<file path="src/hdl/mcoc_pkg.sv">
// ---------------------------------------------------------------------------
// Midpoint circle outline package
// Request codes, point sequencing type and decision constants.
// ---------------------------------------------------------------------------
`default_nettype none

package mcoc_pkg;

  localparam logic FUNC_START = 1'b0;
  localparam logic FUNC_STEP  = 1'b1;

  typedef logic [2:0] point_idx_t;

  localparam point_idx_t FIRST_POINT = 3'd0;
  localparam point_idx_t LAST_POINT  = 3'd7;

  localparam int DEC_START     = 3;
  localparam int DEC_DIAG_ADD  = 10;
  localparam int DEC_RIGHT_ADD = 6;

endpackage

`default_nettype wire

</file>
<file path="src/hdl/midpoint_circle_outline_core.sv">
// ---------------------------------------------------------------------------
// Midpoint circle outline core
// Bresenham midpoint circle rasterizer producing eight mirrored points per step.
// ---------------------------------------------------------------------------
// A start request (func = 0) loads center, radius and color when accepted and
// produces no points. A step request (func = 1) advances the circle by one
// octant step in the cycle it is accepted and then emits its eight mirrored
// points through the output register, one per cycle while out_ready is high.
// The next request is accepted in the same cycle as the eighth point of the
// current step moves into the single point output register. The final point of
// the circle carries circle_done, after which steps are accepted and ignored
// until the next start.
`default_nettype none

module midpoint_circle_outline_core #(
  parameter int COORD_BITS  = 12,
  parameter int RADIUS_BITS = 10
) (
  input  wire logic                          clk,
  input  wire logic                          rst,
  input  wire logic                          in_valid,
  output logic                               in_ready,
  input  wire logic                          func,
  input  wire logic signed [COORD_BITS-1:0]  center_x,
  input  wire logic signed [COORD_BITS-1:0]  center_y,
  input  wire logic        [RADIUS_BITS-1:0] radius,
  input  wire logic        [31:0]            pen_color,
  output logic                               out_valid,
  input  wire logic                          out_ready,
  output logic signed      [COORD_BITS:0]    point_x,
  output logic signed      [COORD_BITS:0]    point_y,
  output logic             [31:0]            point_color,
  output logic                               last_of_step,
  output logic                               circle_done
);

  localparam int OFF_W = RADIUS_BITS + 1;
  localparam int DEC_W = RADIUS_BITS + 6;
  localparam int PT_W  = COORD_BITS + 1;
  localparam int SUM_W = ((COORD_BITS > OFF_W) ? COORD_BITS : OFF_W) + 2;

  logic                         active;
  logic        [COORD_BITS-1:0] mid_x;
  logic        [COORD_BITS-1:0] mid_y;
  logic        [31:0]           ink;
  logic        [OFF_W-1:0]      off_x;
  logic        [OFF_W-1:0]      off_y;
  logic        [DEC_W-1:0]      decision;
  logic                         busy;
  logic                         step_done;
  mcoc_pkg::point_idx_t         idx;

  logic                         in_accept;
  logic                         step_go;
  logic                         load_out;
  logic                         last_load;
  logic        [OFF_W-1:0]      off_x_next;
  logic        [OFF_W-1:0]      off_y_next;
  logic        [DEC_W-1:0]      decision_next;
  logic        [DEC_W-1:0]      dec_init;
  logic        [OFF_W-1:0]      a_off;
  logic        [OFF_W-1:0]      b_off;
  logic                         neg_a;
  logic                         neg_b;
  logic        [SUM_W-1:0]      cx_ext;
  logic        [SUM_W-1:0]      cy_ext;
  logic        [SUM_W-1:0]      a_ext;
  logic        [SUM_W-1:0]      b_ext;
  logic        [SUM_W-1:0]      px_sum;
  logic        [SUM_W-1:0]      py_sum;

  assign load_out  = busy && (!out_valid || out_ready);
  assign last_load = load_out && (idx == mcoc_pkg::LAST_POINT);
  assign in_ready  = !busy || last_load;
  assign in_accept = in_valid && in_ready;
  assign step_go   = in_accept && (func == mcoc_pkg::FUNC_STEP) && active;

  assign dec_init = DEC_W'(mcoc_pkg::DEC_START)
                  - {{(DEC_W-RADIUS_BITS-1){1'b0}}, radius, 1'b0};

  always_comb begin
    off_x_next = off_x + OFF_W'(1);
    if (!decision[DEC_W-1]) begin
      off_y_next    = off_y - OFF_W'(1);
      decision_next = decision
                    + {{(DEC_W-OFF_W-2){1'b0}}, off_x, 2'b00}
                    - {{(DEC_W-OFF_W-2){1'b0}}, off_y, 2'b00}
                    + DEC_W'(mcoc_pkg::DEC_DIAG_ADD);
    end else begin
      off_y_next    = off_y;
      decision_next = decision
                    + {{(DEC_W-OFF_W-2){1'b0}}, off_x, 2'b00}
                    + DEC_W'(mcoc_pkg::DEC_RIGHT_ADD);
    end
  end

  // Points 0-3 mirror (x, y), points 4-7 mirror the swapped pair (y, x).
  always_comb begin
    a_off  = idx[2] ? off_y : off_x;
    b_off  = idx[2] ? off_x : off_y;
    neg_a  = idx[0] ^ idx[1];
    neg_b  = idx[1];
    cx_ext = {{(SUM_W-COORD_BITS){mid_x[COORD_BITS-1]}}, mid_x};
    cy_ext = {{(SUM_W-COORD_BITS){mid_y[COORD_BITS-1]}}, mid_y};
    a_ext  = {{(SUM_W-OFF_W){1'b0}}, a_off};
    b_ext  = {{(SUM_W-OFF_W){1'b0}}, b_off};
    px_sum = neg_a ? (cx_ext - a_ext) : (cx_ext + a_ext);
    py_sum = neg_b ? (cy_ext - b_ext) : (cy_ext + b_ext);
  end

  always_ff @(posedge clk) begin
    if (rst) begin
      active    <= 1'b0;
      mid_x     <= '0;
      mid_y     <= '0;
      ink       <= '0;
      off_x     <= '0;
      off_y     <= '0;
      decision  <= '0;
      busy      <= 1'b0;
      step_done <= 1'b0;
      idx       <= mcoc_pkg::FIRST_POINT;
      out_valid <= 1'b0;
    end else begin
      if (load_out) begin
        out_valid <= 1'b1;
      end else if (out_ready) begin
        out_valid <= 1'b0;
      end

      if (step_go) begin
        busy <= 1'b1;
      end else if (last_load) begin
        busy <= 1'b0;
      end

      if (load_out && (idx != mcoc_pkg::LAST_POINT)) begin
        idx <= idx + 3'd1;
      end

      if (in_accept) begin
        if (func == mcoc_pkg::FUNC_START) begin
          mid_x    <= center_x;
          mid_y    <= center_y;
          ink      <= pen_color;
          off_x    <= '0;
          off_y    <= {1'b0, radius};
          decision <= dec_init;
          active   <= (radius != '0);
        end else if (active) begin
          off_x     <= off_x_next;
          off_y     <= off_y_next;
          decision  <= decision_next;
          step_done <= !(off_x_next < off_y_next);
          active    <= (off_x_next < off_y_next);
          idx       <= mcoc_pkg::FIRST_POINT;
        end
      end
    end
  end

  always_ff @(posedge clk) begin
    if (load_out) begin
      point_x      <= px_sum[PT_W-1:0];
      point_y      <= py_sum[PT_W-1:0];
      point_color  <= ink;
      last_of_step <= (idx == mcoc_pkg::LAST_POINT);
      circle_done  <= (idx == mcoc_pkg::LAST_POINT) && step_done;
    end
  end

endmodule

`default_nettype wire

</file>
<file path="config.mk">
export PLATFORM = sky130hd
export DESIGN_NAME = midpoint_circle_outline_core
export DESIGN_NICKNAME = d
export VERILOG_FILES = /design/src/hdl/mcoc_pkg.sv /design/src/hdl/midpoint_circle_outline_core.sv
export SDC_FILE = /design/constraint.sdc
export NUM_CORES = 1
export LEC_CHECK = 0
export ABC_AREA = 1
export BUFFER_PORTS_ARGS = -buffer_cell sky130_fd_sc_hd__buf_2
export CAP_MARGIN = 20
export CORE_MARGIN = 8
export CORE_UTILIZATION = 25
export CTS_CLUSTER_DIAMETER = 150
export DETAILED_ROUTE_END_ITERATION = 7
export GPL_ROUTABILITY_DRIVEN = 1
export SLEW_MARGIN = 30
export SYNTH_ARGS = -nofsm -noshare
export SYNTH_HDL_FRONTEND = slang
export SYNTH_SLANG_ARGS = --single-unit
</file>
<file path="constraint.sdc">
create_clock -name clk -period 7.95 [get_ports clk]
set_input_delay 0.795 -clock clk [delete_from_list [all_inputs] [get_ports clk]]
set_output_delay 0.795 -clock clk [all_outputs]
set_load 0.1 [all_outputs]
</file>
==> results of run 1 <==
-- cell usage after synthesis (10+ instances only) --
| cell type | count | area [µm²] |
|---|---|---|
| nand2_1 | 287 | 1080 |
| inv_1 | 170 | 638 |
| a21oi_1 | 149 | 746 |
| nand3_1 | 110 | 551 |
| dfxtp_1 | 100 | 2000 |
| o21ai_0 | 81 | 405 |
| ha_1 | 78 | 976 |
| nor2_1 | 62 | 233 |
| edfxtp_1 | 60 | 1800 |
| xor2_1 | 55 | 482 |
| clkbuf_1 | 30 | 113 |
| nand2_2 | 19 | 119 |
| nand4_1 | 18 | 113 |
| nor3_1 | 14 | 70.1 |
| xnor2_1 | 10 | 87.6 |
-- worst max-delay path by stage --
stage / slack [ps] / endpoint
after floorplan: 3050 / idx[1]$_SDFF_PP0_
after global placement: 4290 / decision[10]$_SDFFE_PP0P_
after CTS: 4180 / decision[15]$_SDFFE_PP0P_
after global routing: 3770 / decision[15]$_SDFFE_PP0P_
after detailed placement: 4200 / decision[15]$_SDFFE_PP0P_
final: 4170 / decision[15]$_SDFFE_PP0P_
-- registers in the layout, indices dropped and copies added (netlist names), 3 cells and up --
name and count:
mid_x 12, point_color 32, idx 3, point_y 13, ink 32, decision 15
off_y 11, mid_y 12, off_x 11, point_x 13
-- critical path, stage by stage (launching register included) --
cell and delay (ps):
dfxtp_1 480, ha_1 260, inv_1 70, fa_1 380, inv_1 130, nand2_2 80, nand2_2 80, nand3_1 120
nand3_1 160, nand2_4 90, ha_1 280, ha_1 360, a21o_1 240, o21ai_0 180, o311ai_0 170, o21ai_0 220
nand3_1 100, nand2_1 90, nand2_1 50, a21oi_1 150
-- layer usage --
layer  wire (µm)  part of all wire (%)  vias up  global-route usage, %
li1            -                     -     4694                      -
met1       13500                    46     4307                   15.8
met2       13200                    45      232                   19.7
met3        2110                   7.2       29                   3.13
met4         348                   1.2        8                   3.11
met5          45                  0.15        -                      0
-- final cells by class --
type | instances | area, µm²
fill | 4322 | 28500
multi-input combinational | 958 | 5500
sequential | 160 | 3800
timing repair buffer | 140 | 721
tap | 532 | 666
inverter | 175 | 659
clock buffer | 18 | 429
clock inverter | 14 | 171
antenna | 2 | 5.00
-- logic make-up (layout without fill, tap and decap cells) --
group	count (synthesis)	count (layout)	share of synthesized area (%)
simple gates	534	534	23.5
compound gates	277	277	14.6
buf+inv	225	347	8.63
flops	160	160	37.4
fa+ha+maj	81	81	10.2
xor+xnor	65	65	5.60
mux	1	1	0.0985
other cells	0	2	0
-- where the power goes --
part | switching [mW] | total (mW) | internal [mW]
Combinational | 0.474 | 0.700 | 0.225
Clock | 0.369 | 0.844 | 0.475
Sequential | 0.0232 | 0.930 | 0.907
Total | 0.866 | 2.47 | 1.61
==> metrics, run 1 <==
flops & latches, synth=160; Routed WL=29.2 mm; CTS root buffer=clkbuf_16; nets@finish=1,604; Top FF cell, synth=dfxtp_1; RePlAce Congestion=0.878; Worst Setup SP=off_x[0]$_SDFFE_PP0P_; Leak=5.35 nW; post-CTS setup buffers=0; dpl cells=1,965; worst setup path class=reg -> reg; synthesized area=0.0102 mm²; outcome=finished, final reports clean; Die Width=218 µm; Reg2Reg Capture Point=decision[15]$_SDFFE_PP0P_; initial antenna violation count=6; Setup TNS Final=0 ps; Final Hold Viols=0; synth warn=0; cell depth of the worst flop-to-flop path=19; Critical Path AT=4130 ps; Final Slew Violations=0; Initial Util=25.1%; Port Buffers=132; DRT antenna net count=0; Hold Crit Start=ink[28]$_SDFFE_PP0P_; vias in the first global route=9,039; PwrDens=207 mW/mm²; Slew @ Worst Pin=923 ps; max_cap viols=0; Hold EP=point_color[28]$_DFFE_PP_; GR Overflow Total=0; hold_buf cts=0; ys async rst share=0%; Placement Setup Slack=4200 ps; PnR worst setup slack=4170 ps; first-pass GRT wire length=47.2 mm; DRC violations left=0; Power Total=2.47 mW; Post-Layout Inst Area=0.0120 mm²; Max VDD drop=0.000151 V; relative slew slack=38.1%; Final Hold Slack=421 ps; commonest non-fill, non-tap cell in the layout=nand2_1; Tcrit/Tclk final=47.5%; GRT Total Usage=12.1%; # setup viols final=0; WL per Instance=14.6 µm; dpl hpwl=22.4 mm; FF-to-FF setup slack=4170 ps; post-synthesis sequential area ratio=37.4%; vias per std cell=4.64; Avg Cell Area, Syn=7.57 µm²; via count=9,270; R2R Path Start=off_x[0]$_SDFFE_PP0P_; core region area=0.0405 mm²; maximum clock insertion buffer count=2; Post-DP Area=0.0114 mm²; initial drt markers=521; number of synthesized flops with an enable pin=60; non-filler cells, final=1,999; most frequent cells in the layout=nand2_1 (286), inv_1 (166), a21oi_1 (148); worst endpoint required time=8300 ps; Worst-path clk slew=70 ps; TritonCTS clock tree=yes; Area Growth Syn to Fin=17.6%; io pins=133; TritonCTS buffer count=17; min-delay worst type=reg -> reg; CTS resizes=0; Synth cell types=51; Layout Skew=12.5 ps; largest net degree at the start of global routing=72; unrepaired setup endpoints after global routing=no; Fmax achieved=265 MHz; CP endpoint kind=register; H-tree depth=4; Post-Synthesis Net Count=1,495; Mapped Cells=1,343; die area=0.0474 mm²; Die Y-Extent=218 µm; Post-Route Utilization=29.6%; clk_lat worst skew=430 ps; critical path peak fanout=8; Sink Count=160; FP Rows=74; worst hold path stage count=0; share of layout cells above drive strength 1=15.2%; Pre-antenna DRT Iters=5; crit path time final=3780 ps; startpoint types=register
Power figures use the tool's default switching activity.
==> run 2, diff against run 1 <==
==> constraint.sdc (replaced) <==
create_clock -name clk -period 3.9 [get_ports clk]
set_input_delay 0.39 -clock clk [delete_from_list [all_inputs] [get_ports clk]]
set_output_delay 0.39 -clock clk [all_outputs]
set_load 0.1 [all_outputs]
==> metrics, run 2 (same netlist as run 1, synthesis figures left out) <==
H-tree depth=4; Max VDD drop=0.000286 V; io pins=133; worst hold path stage count=3; GRT Total Usage=12.2%; WL per Instance=14.8 µm; via count=9,273; startpoint types=register; Leak=5.40 nW; TritonCTS buffer count=17; Placement Setup Slack=299 ps; Critical Path AT=3880 ps; crit path time final=3520 ps; Die Width=218 µm; clk_lat worst skew=430 ps; delay-heaviest family, CP=adder cells; Initial Util=25.1%; Pre-antenna DRT Iters=6; GR Overflow Total=0; unrepaired setup endpoints after global routing=no; worst setup path class=reg -> reg; Reg2Reg Capture Point=decision[15]$_SDFFE_PP0P_; min-delay worst type=in -> reg; Fmax achieved=284 MHz; Power Total=5.00 mW; Post-DP Area=0.0114 mm²; critical path peak fanout=7; number of antenna diodes=0; critical path depth=19; initial drt markers=708; cell depth of the worst flop-to-flop path=19; CTS root buffer=clkbuf_16; core region area=0.0405 mm²; Port Buffers=132; initial antenna violation count=3; Post-Layout Inst Area=0.0120 mm²; Slew @ Worst Pin=820 ps; non-filler cells, final=2,004; RePlAce Congestion=0.897; commonest non-fill, non-tap cell in the layout=nand2_1; Hold Crit Start=pen_color[26]; dpl cells=1,972; Die Y-Extent=218 µm; Area Growth Syn to Fin=18.0%; PwrDens=417 mW/mm²; max_cap viols=0; TritonCTS clock tree=yes; # fillers=4,316; first-pass GRT wire length=47.2 mm; share of layout cells above drive strength 1=15.7%; largest net degree at the start of global routing=71; FF-to-FF setup slack=380 ps; DRT antenna net count=0; Hold EP=ink[26]$_SDFFE_PP0P_; Largest regs=ink: 32 flops, point_color: 32 flops, decision: 15 flops; Routed WL=29.6 mm; maximum clock insertion buffer count=2; Worst-path clk slew=80 ps; PnR worst setup slack=384 ps; nets@finish=1,611; FP Rows=74; CP Buf/Inv Count=2; outcome=finished, final reports clean; Final Hold Viols=0; die area=0.0474 mm²; CP endpoint kind=register; Post-Route Utilization=29.6%; R2R Path Start=decision[2]$_SDFFE_PP0P_; DRC violations left=0; relative slew slack=45.2%; # setup viols final=0; hold_buf cts=0; Final Hold Slack=225 ps; Setup TNS Final=0 ps; Sink Count=160; vias per std cell=4.63; CTS resizes=0; worst path cell trace=ha_1 > inv_1 > fa_1 > inv_1 > nand2_2 > nand2_2 > nand3_1 > nand3_1 > nand2_4 > ha_1 > ha_1 > a21o_1 > o21ai_0 > o311ai_0 > o21ai_0 > nand3_1 > nand2_1 > nand2_1 > a21oi_1; worst endpoint required time=4260 ps; CP max stage cell=fa_1; Tcrit/Tclk final=90.2%; CP max stage delay=380 ps; dpl hpwl=22.7 mm; vias in the first global route=8,886; Final Slew Violations=0; Layout Skew=14.7 ps; most frequent cells in the layout=nand2_1 (286), inv_1 (167), a21oi_1 (148); post-CTS setup buffers=0
-- run 2: worst register-to-register path, cell delays in order (launching register included) --
cell and delay [ps]:
dfxtp_1 350, ha_1 220, inv_1 70, fa_1 380, inv_1 130, nand2_2 80, nand2_2 80, nand3_1 120
nand3_1 160, nand2_4 100, ha_1 280, ha_1 350, a21o_1 220, o21ai_0 180, o311ai_0 200, o21ai_0 200
nand3_1 100, nand2_1 70, nand2_1 40, a21oi_1 120
-- run 2: power by group --
group          total, mW  switching, mW  internal (mW)
clock network       1.68          0.814          0.862
logic               1.43          0.964          0.463
registers           1.90         0.0512           1.85
-- run 2: routing by layer --
layer  global-route usage (%)  part of all wire [%]  vias up
met3                     2.58                   6.5       32
met4                     2.82                   1.3        6
met5                        0                  0.13        -
li1                         -                     -     4714
met1                     16.8                    48     4254
met2                     19.4                    44      267
-- run 2: worst max-delay path by stage --
stage | start | to | slack [ps]
floorplan | out_valid$_SDFFE_PP0P_ | idx[1]$_SDFF_PP0_ | 500
detailed placement | idx[2]$_SDFF_PP0_ | point_x[12]$_DFFE_PP_ | 300
global placement | idx[2]$_SDFF_PP0_ | point_x[12]$_DFFE_PP_ | 380
global route | off_x[0]$_SDFFE_PP0P_ | decision[11]$_SDFFE_PP0P_ | 80
CTS | idx[2]$_SDFF_PP0_ | point_x[12]$_DFFE_PP_ | 300
finish | decision[2]$_SDFFE_PP0P_ | decision[15]$_SDFFE_PP0P_ | 380
-- run 2: area by class of cell --
class / count / area, µm² / share of cell area (%)
multi-input combinational: 958 / 5500 / 45.9
sequential: 160 / 3800 / 31.7
timing repair buffer: 147 / 773 / 6.45
tap: 532 / 666 / 5.55
inverter: 175 / 659 / 5.50
clock buffer: 17 / 425 / 3.55
clock inverter: 15 / 161 / 1.35
==> run 3, diff against run 2 <==
--- a/config.mk
+++ b/config.mk
@@ -5,10 +5,9 @@
 export SDC_FILE = /design/constraint.sdc
 export NUM_CORES = 1
 export LEC_CHECK = 0
-export ABC_AREA = 1
 export BUFFER_PORTS_ARGS = -buffer_cell sky130_fd_sc_hd__buf_2
 export CAP_MARGIN = 20
-export CORE_MARGIN = 8
+export CORE_MARGIN = 2
 export CORE_UTILIZATION = 25
 export CTS_CLUSTER_DIAMETER = 150
 export DETAILED_ROUTE_END_ITERATION = 7
==> metrics, run 3 <==
outcome=finished, final reports clean; H-tree depth=4; nets@finish=1,417; worst hold path stage count=3; startpoint types=register; Final Hold Viols=0; Top FF cell, synth=dfxtp_1; critical path peak fanout=3; initial drt markers=364; ys async rst share=0%; DRT antenna net count=0; FP Rows=72; Synth cell types=69; Sink Count=160; core region area=0.0386 mm²; crit path time final=3730 ps; CP max stage cell=fa_2; most frequent cells after synthesis=nand2_1 (155), a21oi_1 (114), dfxtp_1 (100); Power Total=5.23 mW; Hold EP=ink[0]$_SDFFE_PP0P_; Die Width=202 µm; maximum clock insertion buffer count=2; GR Overflow Total=0; Mapped Cells=1,112; Hold Crit Start=pen_color[0]; initial antenna violation count=4; crit-path most repeated cell=ha_4; TritonCTS buffer count=17; Slew @ Worst Pin=807 ps; CP endpoint kind=register; hold_buf cts=0; min-delay worst type=in -> reg; vias in the first global route=8,180; R2R Path Start=off_x[0]$_SDFFE_PP0P_; Post-DP Area=0.0113 mm²; synth warn=0; commonest non-fill, non-tap cell in the layout=nand2_1; most frequent cell after synthesis=nand2_1; # setup viols final=0; relative slew slack=46.2%; WL per Instance=15.0 µm; max_cap viols=0; worst endpoint required time=4220 ps; Avg Cell Area, Syn=8.80 µm²; GRT Total Usage=13.2%; PwrDens=435 mW/mm²; CP max stage delay=380 ps; Tcrit/Tclk final=95.6%; Critical Path AT=4050 ps; dpl hpwl=20.3 mm; Post-Layout Inst Area=0.0120 mm²; TritonCTS clock tree=yes; clk_lat worst skew=440 ps; Leak=4.80 nW; number of synthesized flops with an enable pin=60; Layout Skew=16.3 ps; most frequent cells in the layout=nand2_1 (154), buf_2 (131), a21oi_1 (113); flops & latches, synth=160; CP Buf/Inv Count=3; worst setup path class=reg -> reg; largest net degree at the start of global routing=67; Routed WL=26.9 mm; delay-heaviest family, CP=compound AO/OA/AOI/OAI gates; worst path cell trace=ha_4 > inv_2 > fa_2 > nor2b_4 > o31ai_4 > a211oi_2 > buf_4 > nor2_1 > a311oi_2 > inv_1 > ha_4 > ha_4 > or2_4 > o31ai_2 > a31oi_1 > a31oi_1 > nor3_1 > o311ai_1 > o21ai_1; share of layout cells above drive strength 1=19.9%; Die Y-Extent=202 µm; Max VDD drop=0.000286 V; vias per std cell=4.71; RePlAce Congestion=0.877; share of the synthesized area in the top cell type=20.5%; first-pass GRT wire length=43.0 mm; Initial Util=25.3%; Fmax achieved=268 MHz; post-synthesis sequential area ratio=38.9%; Area Growth Syn to Fin=22.8%; cell depth of the worst flop-to-flop path=19; via count=8,468; Final Slew Violations=0; Pre-antenna DRT Iters=5; Port Buffers=132; io pins=133; Largest regs=ink: 32 flops, point_color: 32 flops, decision: 15 flops; die area=0.0408 mm²; Synth area leader=dfxtp_1; Post-Synthesis Net Count=1,264; FF-to-FF setup slack=170 ps; DRC violations left=0; Reg2Reg Capture Point=decision[15]$_SDFFE_PP0P_; unrepaired setup endpoints after global routing=no; synthesized area=0.00979 mm²; CTS root buffer=clkbuf_16; Worst-path clk slew=70 ps; Area contributors post-synth=dfxtp_1 (20%), edfxtp_1 (18%), ha_1 (10%)
## run 3: cell count changes after synthesis, sizes merged, moves of 21 or more
cell | before | now
a21oi | 149 | 114
and3 | 0 | 21
inv | 174 | 50
mux2i | 1 | 30
nand2 | 309 | 156
nand3 | 115 | 13
nor2 | 71 | 95
o21ai | 91 | 47
xnor2 | 10 | 51
## run 3: routing by layer
layer	track usage [%]	up-vias	routed length, µm
met3	2.95	35	1500
met2	21.7	244	12400
met1	17.2	3958	12500
met5	0	-	44
li1	-	4225	-
met4	3.68	6	441
## run 3: cell families (layout without fill, tap and decap cells)
logic type	after synthesis	after routing	share of synthesized area, %
and+or+nand+nor	386	386	18.7
AOI/OAI and AO/OA	263	263	16.6
DFF	160	160	38.9
buffers and inverters	100	266	3.94
xor gates and xnor gates	91	91	8.14
adders and majority gates	81	81	10.6
muxes	31	31	3.18
other	0	1	0
## run 3: area by class of cell
cell class	instances	area [µm²]
fill	4032	26600
multi-input combinational	852	5730
sequential	160	3810
timing repair buffer	183	1060
tap	518	648
clock buffer	18	429
inverter	51	193
clock inverter	14	149
antenna	1	2.50
## run 3: worst register-to-register path: cells and delay by family, from the launching register on
family / cells / cell delay, ps
AND/OR/NAND/NOR: 4 / 520
buffers and inverters: 3 / 310
flip-flops: 1 / 360
AO/OA/AOI/OAI: 8 / 1410
adder cells (fa/ha/maj): 4 / 1010
## run 3: power by group
group | internal, mW | total [mW] | switching, mW
logic | 0.668 | 1.67 | 0.999
registers | 1.85 | 1.91 | 0.0552
clock network | 0.901 | 1.66 | 0.759
total | 3.42 | 5.23 | 1.81
## run 3: repair_timing
action                     CTS  global route
pin swaps                    3             8
setup buffers                1             4
gates resized for setup      3            21
setup endpoints to repair    1             7
## run 3: worst max-delay path by stage
stage	endpoint	depth (start not counted)	slack, ps	from
floorplan	decision[10]$_SDFFE_PP0P_	17	-60	off_x[0]$_SDFFE_PP0P_
detailed placement	decision[15]$_SDFFE_PP0P_	18	-30	off_x[0]$_SDFFE_PP0P_
finish	decision[15]$_SDFFE_PP0P_	19	170	off_x[0]$_SDFFE_PP0P_
global placement	decision[15]$_SDFFE_PP0P_	18	30	off_x[0]$_SDFFE_PP0P_
global route	decision[15]$_SDFFE_PP0P_	19	0.02	off_x[0]$_SDFFE_PP0P_
CTS	decision[15]$_SDFFE_PP0P_	19	20	off_x[0]$_SDFFE_PP0P_
## run 3: stage by stage
stage	instances	TNS [ps]	setup slack (ps)	utilization, %	hold WS [ps]
after global placement	1759	0	30.0	29.2	411
after CTS	1792	0	16.3	30.7	164
after floorplan	1112	-55.3	-55.3	-	408
final	1797	0	174	31.1	188
after global routing	1797	0	0.0235	31.1	164
after detailed placement	1759	-25.4	-25.4	29.2	413
